[src/serial_command_motor_decoder_unit_assert.svh]
// assertion macros for the serial command motor decoder
`ifndef SERIAL_COMMAND_MOTOR_DECODER_UNIT_ASSERT_SVH
`define SERIAL_COMMAND_MOTOR_DECODER_UNIT_ASSERT_SVH

`ifndef ASSERT_OFF
// antecedent implies consequent in the same cycle
`define SCMD_ASSERT_NOW(label, clk, rst_n, ante, cons) \
    label: assert property (@(posedge clk) disable iff (!rst_n) (ante) |-> (cons)) \
        else $error("same-cycle check failed");
// antecedent implies consequent in the next cycle
`define SCMD_ASSERT_NEXT(label, clk, rst_n, ante, cons) \
    label: assert property (@(posedge clk) disable iff (!rst_n) (ante) |=> (cons)) \
        else $error("next-cycle check failed");
`else
`define SCMD_ASSERT_NOW(label, clk, rst_n, ante, cons)
`define SCMD_ASSERT_NEXT(label, clk, rst_n, ante, cons)
`endif

`endif

[src/scmd_pkg.sv]
// shared constants and types for the serial command motor decoder
`default_nettype none

package scmd_pkg;

    // frame and token characters
    localparam logic [7:0] CH_NUL   = 8'h00;
    localparam logic [7:0] CH_LT    = 8'h3C;
    localparam logic [7:0] CH_GT    = 8'h3E;
    localparam logic [7:0] CH_COMMA = 8'h2C;
    localparam logic [7:0] CH_MINUS = 8'h2D;
    localparam logic [7:0] CH_PLUS  = 8'h2B;
    localparam logic [7:0] CH_ZERO  = 8'h30;
    localparam logic [7:0] CH_NINE  = 8'h39;
    localparam logic [7:0] CH_SPACE = 8'h20;
    localparam logic [7:0] CH_TAB   = 8'h09;
    localparam logic [7:0] CH_CR    = 8'h0D;

    // command characters
    localparam logic [7:0] CMD_DRIVE = 8'h44;
    localparam logic [7:0] CMD_PLANT = 8'h50;
    localparam logic [7:0] CMD_STOP  = 8'h53;

    localparam logic [7:0] SPEED_LIMIT_RST = 8'd245;
    localparam int         MAG_W           = 10;
    localparam logic [MAG_W-1:0] MAG_MAX   = 10'd1023;
    localparam int         RESULT_W        = 24;

    // acknowledge codes
    typedef enum logic [1:0] {
        ACK_DRIVE = 2'd0,
        ACK_PLANT = 2'd1,
        ACK_BRAKE = 2'd2
    } ack_t;

    // token parse phase
    typedef enum logic [1:0] {
        PH_GAP  = 2'd0,
        PH_LEAD = 2'd1,
        PH_NUM  = 2'd2,
        PH_DONE = 2'd3
    } phase_t;

    // whitespace in the atoi sense
    function automatic logic is_space(input logic [7:0] c);
        return (c == CH_SPACE) || ((c >= CH_TAB) && (c <= CH_CR));
    endfunction

endpackage

`default_nettype wire

[src/serial_command_motor_decoder_unit.sv]
// top level: framed ascii command decoder producing motor drive results
// Takes one received character per item on the slave stream and accepts an item in
// every cycle while no held result stalls it. Commands are framed by '<' and '>':
// 'D,left,right' drives both motors, 'S' brakes both, 'P' is acknowledged only; empty
// frames and unknown commands give no result. A result leaves through a registered
// master stream in the cycle after the item carrying '>' is accepted; s_axis_tready
// stays high while the output register is empty or being drained, so the sustained
// rate is one item per clock, limited only by the consumer taking results. Content
// beyond BUFFER_BYTES-1 characters is ignored, a zero byte ends the content, and parsed
// speeds saturate at 1023 before the clamp to the speed limit register (reset 245).
`default_nettype none

`include "serial_command_motor_decoder_unit_assert.svh"

module serial_command_motor_decoder_unit #(
    parameter int BUFFER_BYTES = 32
) (
    input  wire logic                          clk,
    input  wire logic                          rst_n,
    // configuration: speed_limit
    input  wire logic                          cfg_wr_en,
    input  wire logic [7:0]                    cfg_wr_data,
    // slave stream: tdata = rx_byte[7:0]
    input  wire logic                          s_axis_tvalid,
    output logic                               s_axis_tready,
    input  wire logic [7:0]                    s_axis_tdata,
    // master stream: tdata = ack_code[1:0], motor_update[2], left_dir_a[3],
    // left_dir_b[4], left_duty[12:5], right_dir_a[13], right_dir_b[14],
    // right_duty[22:15], zero[23]
    output logic                               m_axis_tvalid,
    input  wire logic                          m_axis_tready,
    output logic [scmd_pkg::RESULT_W-1:0]      m_axis_tdata
);

    import scmd_pkg::*;

    localparam int              CNT_W   = $clog2(BUFFER_BYTES);
    localparam logic [CNT_W-1:0] CNT_MAX = CNT_W'(BUFFER_BYTES - 1);

    // parse state
    logic             in_frame_reg,  in_frame_next;
    logic [CNT_W-1:0] count_reg,     count_next;
    logic             ended_reg,     ended_next;
    logic [1:0]       tok_num_reg,   tok_num_next;
    phase_t           phase_reg,     phase_next;
    logic             neg_reg,       neg_next;
    logic [MAG_W-1:0] mag_reg,       mag_next;
    logic [7:0]       cmd_reg,       cmd_next;
    logic             left_neg_reg,  left_neg_next;
    logic [MAG_W-1:0] left_mag_reg,  left_mag_next;
    logic             right_neg_reg, right_neg_next;
    logic [MAG_W-1:0] right_mag_reg, right_mag_next;
    logic [7:0]       limit_reg;

    // output register
    logic                m_valid_reg, m_valid_next;
    logic [RESULT_W-1:0] m_data_reg,  m_data_next;

    logic             in_fire;
    logic             close_tok;
    logic             res_fire;
    ack_t             ack;
    logic             motor_upd;
    phase_t           ph;
    logic [13:0]      mag_sum;
    logic [MAG_W-1:0] mag_sat;
    logic [7:0]       left_duty;
    logic [7:0]       right_duty;
    logic             left_a, left_b, right_a, right_b;

    assign in_fire       = s_axis_tvalid && s_axis_tready;
    assign s_axis_tready = !m_valid_reg || m_axis_tready;
    assign m_axis_tvalid = m_valid_reg;
    assign m_axis_tdata  = m_data_reg;

    // decimal accumulate with saturation
    assign mag_sum = 14'(mag_reg) * 14'd10 + 14'(4'(s_axis_tdata - CH_ZERO));
    assign mag_sat = (mag_sum > 14'(MAG_MAX)) ? MAG_MAX : mag_sum[MAG_W-1:0];

    // next parse state per received item
    always_comb
    begin
        in_frame_next  = in_frame_reg;
        count_next     = count_reg;
        ended_next     = ended_reg;
        tok_num_next   = tok_num_reg;
        phase_next     = phase_reg;
        neg_next       = neg_reg;
        mag_next       = mag_reg;
        cmd_next       = cmd_reg;
        left_neg_next  = left_neg_reg;
        left_mag_next  = left_mag_reg;
        right_neg_next = right_neg_reg;
        right_mag_next = right_mag_reg;
        close_tok      = 1'b0;
        res_fire       = 1'b0;
        ph             = phase_reg;

        if (in_fire)
        begin
            if (!in_frame_reg)
            begin
                if (s_axis_tdata == CH_LT)
                begin
                    in_frame_next  = 1'b1;
                    count_next     = '0;
                    ended_next     = 1'b0;
                    tok_num_next   = 2'd0;
                    phase_next     = PH_GAP;
                    neg_next       = 1'b0;
                    mag_next       = '0;
                    cmd_next       = CH_NUL;
                    left_neg_next  = 1'b0;
                    left_mag_next  = '0;
                    right_neg_next = 1'b0;
                    right_mag_next = '0;
                end
            end
            else if (s_axis_tdata != CH_GT)
            begin
                if (count_reg < CNT_MAX)
                begin
                    count_next = count_reg + 1'b1;
                    if (!ended_reg)
                    begin
                        if (s_axis_tdata == CH_NUL)
                        begin
                            ended_next = 1'b1;
                        end
                        else if (s_axis_tdata == CH_COMMA)
                        begin
                            close_tok = (phase_reg != PH_GAP);
                        end
                        else
                        begin
                            if (ph == PH_GAP)
                            begin
                                if (tok_num_reg == 2'd0)
                                begin
                                    cmd_next = s_axis_tdata;
                                end
                                ph         = PH_LEAD;
                                phase_next = PH_LEAD;
                            end
                            if (ph == PH_LEAD)
                            begin
                                if (is_space(s_axis_tdata))
                                begin
                                    phase_next = PH_LEAD;
                                end
                                else if (s_axis_tdata == CH_MINUS || s_axis_tdata == CH_PLUS)
                                begin
                                    neg_next   = (s_axis_tdata == CH_MINUS);
                                    phase_next = PH_NUM;
                                end
                                else
                                begin
                                    ph = PH_NUM;
                                end
                            end
                            if (ph == PH_NUM)
                            begin
                                if (s_axis_tdata >= CH_ZERO && s_axis_tdata <= CH_NINE)
                                begin
                                    mag_next   = mag_sat;
                                    phase_next = PH_NUM;
                                end
                                else
                                begin
                                    phase_next = PH_DONE;
                                end
                            end
                        end
                    end
                end
            end
            else
            begin
                // closing marker: finish the open token and report
                in_frame_next = 1'b0;
                close_tok     = (phase_reg != PH_GAP);
                res_fire      = (cmd_reg == CMD_DRIVE) || (cmd_reg == CMD_PLANT)
                             || (cmd_reg == CMD_STOP);
            end
        end

        // token close stores the speed and resets the accumulator
        if (close_tok)
        begin
            if (tok_num_reg == 2'd1)
            begin
                left_neg_next = neg_reg;
                left_mag_next = mag_reg;
            end
            else if (tok_num_reg == 2'd2)
            begin
                right_neg_next = neg_reg;
                right_mag_next = mag_reg;
            end
            if (tok_num_reg != 2'd3)
            begin
                tok_num_next = tok_num_reg + 2'd1;
            end
            phase_next = PH_GAP;
            neg_next   = 1'b0;
            mag_next   = '0;
        end
    end

    // clamp speeds and map to direction pins and duty
    always_comb
    begin
        left_duty  = (left_mag_next > 10'(limit_reg)) ? limit_reg : left_mag_next[7:0];
        right_duty = (right_mag_next > 10'(limit_reg)) ? limit_reg : right_mag_next[7:0];
        left_a     = left_neg_next && (left_duty != 8'd0);
        left_b     = !left_neg_next && (left_duty != 8'd0);
        right_a    = right_neg_next && (right_duty != 8'd0);
        right_b    = !right_neg_next && (right_duty != 8'd0);

        case (cmd_reg)
            CMD_DRIVE:
            begin
                ack       = ACK_DRIVE;
                motor_upd = 1'b1;
            end
            CMD_STOP:
            begin
                ack       = ACK_BRAKE;
                motor_upd = 1'b1;
                left_duty = 8'd0;  right_duty = 8'd0;
                left_a    = 1'b0;  left_b     = 1'b0;
                right_a   = 1'b0;  right_b    = 1'b0;
            end
            default:
            begin
                ack       = ACK_PLANT;
                motor_upd = 1'b0;
                left_duty = 8'd0;  right_duty = 8'd0;
                left_a    = 1'b0;  left_b     = 1'b0;
                right_a   = 1'b0;  right_b    = 1'b0;
            end
        endcase

        m_data_next  = {1'b0, right_duty, right_b, right_a, left_duty, left_b, left_a,
                        motor_upd, ack};
        m_valid_next = res_fire || (m_valid_reg && !m_axis_tready);
    end

    // state and output registers
    always_ff @(posedge clk or negedge rst_n)
    begin
        if (!rst_n)
        begin
            in_frame_reg  <= 1'b0;
            count_reg     <= '0;
            ended_reg     <= 1'b0;
            tok_num_reg   <= 2'd0;
            phase_reg     <= PH_GAP;
            neg_reg       <= 1'b0;
            mag_reg       <= '0;
            cmd_reg       <= CH_NUL;
            left_neg_reg  <= 1'b0;
            left_mag_reg  <= '0;
            right_neg_reg <= 1'b0;
            right_mag_reg <= '0;
            limit_reg     <= SPEED_LIMIT_RST;
            m_valid_reg   <= 1'b0;
        end
        else
        begin
            in_frame_reg  <= in_frame_next;
            count_reg     <= count_next;
            ended_reg     <= ended_next;
            tok_num_reg   <= tok_num_next;
            phase_reg     <= phase_next;
            neg_reg       <= neg_next;
            mag_reg       <= mag_next;
            cmd_reg       <= cmd_next;
            left_neg_reg  <= left_neg_next;
            left_mag_reg  <= left_mag_next;
            right_neg_reg <= right_neg_next;
            right_mag_reg <= right_mag_next;
            m_valid_reg   <= m_valid_next;
            if (cfg_wr_en)
            begin
                limit_reg <= cfg_wr_data;
            end
        end
    end

    // result payload, no reset needed
    always_ff @(posedge clk)
    begin
        if (res_fire)
        begin
            m_data_reg <= m_data_next;
        end
    end

    // checks on the decoder's own logic
    `SCMD_ASSERT_NOW(a_count_bound, clk, rst_n, 1'b1, count_reg <= CNT_MAX)
    `SCMD_ASSERT_NEXT(a_frame_closes, clk, rst_n,
        in_fire && in_frame_reg && (s_axis_tdata == CH_GT), !in_frame_reg)
    `SCMD_ASSERT_NOW(a_plant_quiet, clk, rst_n,
        m_valid_reg && (m_data_reg[1:0] == ACK_PLANT), m_data_reg[22:2] == 21'd0)
    `SCMD_ASSERT_NOW(a_left_pins, clk, rst_n,
        m_valid_reg, !(m_data_reg[3] && m_data_reg[4])
        && ((m_data_reg[3] || m_data_reg[4]) == (m_data_reg[12:5] != 8'd0)))
    `SCMD_ASSERT_NOW(a_right_pins, clk, rst_n,
        m_valid_reg, !(m_data_reg[13] && m_data_reg[14])
        && ((m_data_reg[13] || m_data_reg[14]) == (m_data_reg[22:15] != 8'd0)))

endmodule

`default_nettype wire
[config.mk]
export PLATFORM = sky130hd
export DESIGN_NAME = serial_command_motor_decoder_unit
export DESIGN_NICKNAME = d
export VERILOG_FILES = /design/src/scmd_pkg.sv /design/src/serial_command_motor_decoder_unit.sv
export VERILOG_INCLUDE_DIRS = /design/src /design/src/src
export SDC_FILE = /design/constraint.sdc
export NUM_CORES = 1
export LEC_CHECK = 0
export BUFFER_PORTS_ARGS = -buffer_cell sky130_fd_sc_hd__buf_2
export CAP_MARGIN = 20
export CORE_MARGIN = 2
export CORE_UTILIZATION = 40
export CTS_CLUSTER_DIAMETER = 40
export CTS_CLUSTER_SIZE = 40
export DETAILED_ROUTE_END_ITERATION = 8
export GPL_ROUTABILITY_DRIVEN = 0
export SYNTH_ARGS = -nofsm -noshare
export SYNTH_HDL_FRONTEND = slang
export SYNTH_SLANG_ARGS = --single-unit
[constraint.sdc]
create_clock -name clk -period 3.35 [get_ports clk]
set_input_delay 0.335 -clock clk [delete_from_list [all_inputs] [get_ports clk]]
set_output_delay 0.335 -clock clk [all_outputs]
set_load 0.05 [all_outputs]
==> results of run 1 <==
## area by class of cell
| class | count | area share [%] |
|---|---|---|
| Timing Repair Buffer | 128 | 13.58 |
| Multi-Input combinational cell | 414 | 44.12 |
| Tap cell | 176 | 3.225 |
| Clock buffer | 10 | 3.353 |
| Sequential cell | 84 | 32.59 |
| Inverter | 38 | 2.089 |
| Clock inverter | 6 | 1.044 |
## worst max-delay path, delay by kind of cell (launching register included)
| family | cells | cell delay (ps) |
|---|---|---|
| AO/OA/AOI/OAI | 6 | 1160 |
| AND/OR/NAND/NOR | 4 | 700 |
| flip-flops | 1 | 430 |
| buffers and inverters | 2 | 300 |
| adder cells (fa/ha/maj) | 1 | 270 |
| multiplexers | 1 | 220 |
## layer usage
metal	global-route usage, %	vias to the layer above	share of wire [%]
met3	3.352	18	4.6
met4	7.738	0	1.9
met1	27.85	2231	47
li1	-	2243	-
met5	0	-	0
met2	31.97	114	47
## cell usage in the layout (no fill, tap or decap), types with 3 or more instances in the layout
| cell | n |
|---|---|
| and3_1 | 3 |
| a211oi_1 | 6 |
| xor2_1 | 6 |
| a31oi_1 | 11 |
| nor3_1 | 12 |
| edfxtp_1 | 23 |
| dfrtp_1 | 54 |
| or3_1 | 3 |
| mux2i_1 | 17 |
| nand4_1 | 8 |
| buf_4 | 73 |
| ha_1 | 37 |
| nand2_1 | 64 |
| o21ai_0 | 21 |
| o21ai_1 | 5 |
| xnor2_1 | 7 |
| a211oi_2 | 5 |
| nand3_1 | 31 |
| buf_2 | 46 |
| inv_1 | 38 |
| ha_4 | 3 |
| clkbuf_16 | 10 |
| o21a_1 | 4 |
| nor2_1 | 49 |
| nor4_1 | 10 |
| o21ai_2 | 9 |
| o21ai_4 | 3 |
| nor2b_1 | 3 |
| a21oi_2 | 3 |
| mux2i_2 | 3 |
| dfstp_2 | 6 |
| buf_12 | 4 |
| a21oi_1 | 24 |
| nor2_2 | 4 |
| buf_6 | 3 |
| a21o_1 | 5 |
| nand2b_1 | 3 |
## cells in the mapped netlist (4+ instances only)
cell type | number | area (µm²)
nand2_1 | 64 | 240.2
dfrtp_1 | 55 | 1376
nor2_1 | 54 | 202.7
ha_1 | 40 | 500.5
inv_1 | 38 | 142.6
o21ai_0 | 36 | 180.2
nand3_1 | 33 | 165.2
a21oi_1 | 26 | 130.1
edfxtp_1 | 23 | 690.7
mux2i_1 | 20 | 200.2
a31oi_1 | 12 | 75.07
nor3_1 | 12 | 60.06
nor4_1 | 12 | 75.07
nand4_1 | 8 | 50.05
a211oi_1 | 7 | 52.55
xnor2_1 | 7 | 61.31
buf_2 | 6 | 30.03
clkbuf_1 | 6 | 22.52
dfstp_2 | 6 | 157.7
xor2_1 | 6 | 52.55
a21o_1 | 5 | 37.54
buf_6 | 5 | 56.30
o21a_1 | 5 | 37.54
a211oi_2 | 4 | 50.05
buf_4 | 4 | 30.03
nand2b_1 | 4 | 25.02
## final timing paths
path	cells after the start	startpoint	slack, ps	endpoint
min in group asynchronous	2	rst_n	380	count_reg[0]$_DFFE_PN0P_
max in group asynchronous	4	rst_n	2160	limit_reg[6]$_DFFE_PN1P_
min	3	cfg_wr_data[4]	190	limit_reg[4]$_DFFE_PN1P_
min reg2reg	1	count_reg[0]$_DFFE_PN0P_	510	count_reg[0]$_DFFE_PN0P_
max reg2reg	14	m_axis_tvalid$_DFF_PN0_	10	m_axis_tdata[17]$_SDFFCE_PN0P_
max	14	m_axis_tvalid$_DFF_PN0_	10	m_axis_tdata[17]$_SDFFCE_PN0P_
## through the flow
stage,utilization (%),hold WS [ps]
floorplan,-,39.41
global placement,47.32,488.2
detailed placement,47.32,500.6
CTS,49.77,189.7
global route,52.19,202.6
finish,52.19,193.9
## power groups by stage
stage	Combinational (mW)	Clock (mW)	Sequential [mW]
after CTS	1.37	1.04	1.31
final	1.42	1.02	1.31
after global routing	1.60	1.08	1.34
after global placement	1.32	0	1.32
after floorplan	0.935	0	1.32
after detailed placement	1.36	0	1.33
## cell families (layout without fill, tap and decap cells)
logic type | count (synthesis) | after routing | synth area share, %
multiplexers | 21 | 21 | 3.986
AND/OR/NAND/NOR | 213 | 214 | 19.53
XOR/XNOR | 13 | 13 | 2.146
buffers and inverters | 64 | 182 | 6.439
other | 1 | 1 | 0.07069
AO/OA/AOI/OAI | 121 | 123 | 15.71
flip-flops | 84 | 84 | 41.93
adder cells (fa/ha/maj) | 42 | 42 | 10.19
## timing repair
item / in CTS / in global routing
gates resized for setup: 0 / 42
endpoints found under the hold margin: 0 / 9
setup buffers: 1 / 6
cloned: 1 / 4
pin swaps: 3 / 19
endpoints found under the setup margin: 3 / 30
hold buffers: 0 / 1
==> impl_results.md, run 1 <==
- Post-DP HPWL: 10.34 mm
- Req. time, crit path: 3450 ps
- Post-route cell area: 6829 µm²
- CP Capture Type: flip-flop
- Largest net degree at the start of global routing: 50
- Post-synthesis area per instance: 9.490 µm²
- ANT nets after route: 0
- Fin cells: 856
- Ant. Diodes: 0
- Ys async rst share: 72.62%
- CTS tree: built
- Register area share after synthesis: 41.93%
- Root buffer cell: clkbuf_16
- Clk_lat worst skew: 350 ps
- Area grow syn2layout: 28.73%
- Cell Area, Placed: 6192 µm²
- Initial antenna violation count: 0
- Clk buf depth: 2
- Register area: 2226 µm²
- Warnings from Yosys: 0
- DRT Wirelength: 13.97 mm
- Synth unique cells: 69
- Crit path max-delay cell type: or4b_4
- Placed insts: 826
- Gr usage total: 20.23%
- Sink Count: 84
- WP data arrival: 3440 ps
- Cells after Synth: 559
- Final #Nets: 738
- Hold Crit Class: input port to flip-flop
- Die Span Y: 119.2 µm
- Via count: 4606
- CP max stage delay: 490 ps
- CTS clk-pin slew, worst paths: 60 ps
- Setup TNS: 0 ps
- CP Max Fanout: 8
- F_max: 299.5 MHz
- Flop pwr share: 34.9%
- DR pass1 iterations: 4
- Setup-violating endpoint count in the final report: 0
- First-pass GRT wire length: 22.57 mm
- Area of the die: 14200 µm²
- Port bufs: 45
- Net Sw Frac: 36.18%
- Shortest period the worst path allows: 3339 ps
- Syn nets: 622
- Power Internal: 2.398 mW
- Worst slack, placed: -102.4 ps
- Synth Flop Type: dfrtp_1
- Period utilization: 99.67%
- Worst setup margin: 10.99 ps
- CP Cell Sequence: nand2b_4 > or4b_4 > o22ai_4 > buf_6 > nand3_2 > o21ai_2 > ha_1 > a211o_1 > a21oi_2 > a31oi_4 > a21oi_4 > buf_12 > mux2i_2 > nor2_1
- Final Max Slew Viols: 0
- Final Hold Fails: 0
- Outcome: complete, no violations
- Net switching power: 1.359 mW
- Max FFs per register: 23
- CP Launch Type: flip-flop
- Clock share of power: 27.3%
- CTS buffer count: 9
- Fraction of layout instances using a drive strength above 1: 30.88%
- RSZ-0062 raised after global routing: true
- Comb pwr share: 37.8%
- VDD IR-drop max: 0.3306 mV
- Fill cells: 1207
- DR DRC count: 0
- Via-to-Cell Ratio: 5.381
- Post-synthesis register bit count: 84
- Worst-margin pin slew: 939.2 ps
- Multi-input gate area: 3013 µm²
- Relative slew margins: 37.15%
- Core ar.: 13090 µm²
- Deepest level of the CTS H-tree: 3
- Num rows: 42
- Post-synth EDFFs: 23
- Clk_skew: 8.000 ps
- Max_cap viols: 0
- Starting Density: 40.54%
- Detailed router's first-iteration violation count: 262
- Total Power: 3.757 mW
- Wire length per cell: 16.32 µm
- Vias in the first global route: 4405
- Gr ovfl total: 0
- Netlist Area Pre-Place: 5305 µm²
- Power Dens Cells: 550.2 nW/µm²
- LEAKAGE: 3.075 nW
- I/O Pins: 47
- Die X: 119.2 µm
- Critical path class: flip-flop to flip-flop
Power figures use the tool's default switching activity.
==> run 2, diff against run 1 <==
--- a/config.mk
+++ b/config.mk
@@ -14,6 +14,7 @@
 export CTS_CLUSTER_SIZE = 40
 export DETAILED_ROUTE_END_ITERATION = 8
 export GPL_ROUTABILITY_DRIVEN = 0
+export GPL_TIMING_DRIVEN = 0
 export SYNTH_ARGS = -nofsm -noshare
 export SYNTH_HDL_FRONTEND = slang
 export SYNTH_SLANG_ARGS = --single-unit
==> impl_results.md, run 2 (synthesis results as in run 1) <==
- Deepest level of the CTS H-tree: 3 (unchanged)
- CP Max Fanout: 5 (-3)
- Wire length per cell: 16.43 µm (+0.66%)
- CTS clk-pin slew, worst paths: 70 ps (about the same)
- Cell Area, Placed: 5839 µm² (-5.7%)
- WP data arrival: 3580 ps (+140 ps)
- Shortest period the worst path allows: 3509 ps (+169.6 ps)
- DR pass1 iterations: 5 (+1)
- Cell family with most CP delay: compound AO/OA/AOI/OAI gates
- Detailed router's first-iteration violation count: 345 (+32%)
- Worst setup margin: -158.6 ps (-169.6 ps)
- Post-DP HPWL: 9.520 mm (-8.0%)
- Crit path max-delay cell type: or4b_4
- Sink Count: 84 (unchanged)
- Fin Hold WS: 204.5 ps (+10.58 ps)
- CP max stage delay: 490 ps (about the same)
- RSZ-0062 raised after global routing: true
- Via-to-Cell Ratio: 5.387 (+0.11%)
- Die Span Y: 119.2 µm (unchanged)
- WP buf/inv: 4 (+2)
- Max_cap viols: 0 (unchanged)
- Area of the die: 14200 µm² (unchanged)
- Ant. Diodes: 0 (unchanged)
- Setup-violating endpoint count in the final report: 20 (+20)
- CTS tree: built
- Clk_lat worst skew: 340 ps (about the same)
- Power Dens Cells: 547.1 nW/µm² (-0.56%)
- Vias in the first global route: 4485 (+1.8%)
- Outcome: finished with violations
- LEAKAGE: 2.999 nW (-2.5%)
- Clk buf depth: 2 (unchanged)
- CP Cell Sequence: nand2b_1 > buf_6 > or4b_4 > o22ai_4 > buf_8 > clkbuf_16 > nand3_4 > o21ai_4 > ha_4 > a211o_1 > a21oi_2 > a31oi_4 > a21oi_4 > buf_6 > mux2i_1 > nor2_1
- Commonest non-fill, non-tap cell in the layout: nand2_1
- Core ar.: 13090 µm² (unchanged)
- Fraction of layout instances using a drive strength above 1: 31.27% (+0.39 points)
- Worst slack, placed: -466.0 ps (-363.6 ps)
- Final Max Slew Viols: 0 (unchanged)
- Period utilization: 104.7% (+5.1 points)
- F_max: 285.0 MHz (-4.8%)
- Root buffer cell: clkbuf_16
- Most frequent cells in the layout: 63 x nand2_1, 52 x dfrtp_1, 48 x buf_2
- Register area: 2228 µm² (+0.11%)
- Gr ovfl total: 0 (unchanged)
- Area grow syn2layout: 29.41%
- Gr usage total: 20.27% (+0.041 points)
- Fill cells: 1164 (-3.6%)
- Final #Nets: 720 (-2.4%)
- CP Launch Type: flip-flop
- I/O Pins: 47 (unchanged)
- Num rows: 42 (unchanged)
- Total Power: 3.756 mW (about the same)
- Via count: 4514 (-2.0%)
- Most used cell, CP: buf_6
- CTS buffer count: 9 (unchanged)
- Port bufs: 43 (-4.4%)
- Relative slew margins: 41.24% (+4.1 points)
- Req. time, crit path: 3430 ps (-20 ps)
- Fin cells: 838 (-2.1%)
- Hold Crit Class: input port to flip-flop
- Worst-margin pin slew: 880.5 ps (-58.71 ps)
- Final Hold Fails: 0 (unchanged)
- Placed insts: 779 (-5.7%)
- Multi-input gate area: 3153 µm² (+4.7%)
- CP Capture Type: flip-flop
- Critical path class: flip-flop to flip-flop
- Max FFs per register: 23 (unchanged)
- DR DRC count: 0 (unchanged)
- Failing checks: negative setup slack
- Die X: 119.2 µm (unchanged)
- Starting Density: 40.54% (unchanged)
- Clk_skew: 8.059 ps (+0.05862 ps)
- Post-route cell area: 6865 µm² (+0.53%)
- ANT nets after route: 0 (unchanged)
- Initial antenna violation count: 0 (unchanged)
- VDD IR-drop max: 0.3804 mV (+15%)
- FF-to-FF setup slack: -160 ps (-170 ps)
- DRT Wirelength: 13.77 mm (-1.5%)
- Setup TNS: -1512 ps (-1512 ps)
- Largest net degree at the start of global routing: 41 (-18%)
- Final Util: 52.47% (+0.28 points)
- First-pass GRT wire length: 22.83 mm (+1.1%)
[run 2: final cells by class]
| cell class | count | area share [%] |
|---|---|---|
| plain buffers | 26 | 3.208 |
| clock buffers | 10 | 3.335 |
| clock inverters | 6 | 0.9295 |
| inverters | 38 | 2.078 |
| multi-input cells | 412 | 45.93 |
| flip-flops and latches | 84 | 32.46 |
| well taps | 176 | 3.208 |
| repair buffers | 86 | 8.857 |
[run 2: power by group]
part / internal (mW) / switching [mW] / leakage [nW] / total [mW]
registers: 1.19 / 0.187 / 0.924 / 1.38
clock network: 0.579 / 0.423 / 0.144 / 1.00
logic: 0.585 / 0.790 / 1.93 / 1.37
total: 2.36 / 1.40 / 3.00 / 3.76
[run 2: routing by layer]
metal | global-route usage [%] | vias to the layer above | routed length, µm
li1 | - | 2206 | -
met1 | 27.43 | 2172 | 6431
met4 | 8.482 | 0 | 389
met5 | 0 | - | 0
met3 | 3.305 | 29 | 562
met2 | 32.29 | 107 | 6384
[run 2: path summary, 6_finish.rpt]
check | from | endpoint | cells after the start
setup / recovery | m_axis_tvalid$_DFF_PN0_ | m_axis_tdata[20]$_SDFFCE_PN0P_ | 16
hold / removal | cfg_wr_data[2] | limit_reg[2]$_DFFE_PN1P_ | 3
setup reg to reg | m_axis_tvalid$_DFF_PN0_ | m_axis_tdata[20]$_SDFFCE_PN0P_ | 16
hold reg to reg | count_reg[0]$_DFFE_PN0P_ | count_reg[0]$_DFFE_PN0P_ | 1
max in group asynchronous | rst_n | limit_reg[7]$_DFFE_PN1P_ | 3
min in group asynchronous | rst_n | count_reg[2]$_DFFE_PN0P_ | 2
[run 2: worst reg2reg max path, cell delays in order, from the launching register on]
cell and delay [ps]:
dfrtp_2 400, nand2b_1 90, buf_6 120, or4b_4 490
o22ai_4 270, buf_8 160, clkbuf_16 140, nand3_4 70
o21ai_4 100, ha_4 230, a211o_1 260, a21oi_2 160
a31oi_4 130, a21oi_4 170, buf_6 160, mux2i_1 210
nor2_1 80
[run 2: timing repair]
item / CTS / global route
gates resized for setup: 43 / 36
setup buffers: 19 / 19
hold endpoints to repair: 19 / 0
hold buffers: 1 / 0
setup endpoints to repair: 30 / 30
pin swaps: 10 / 17
gates cloned: 3 / 1
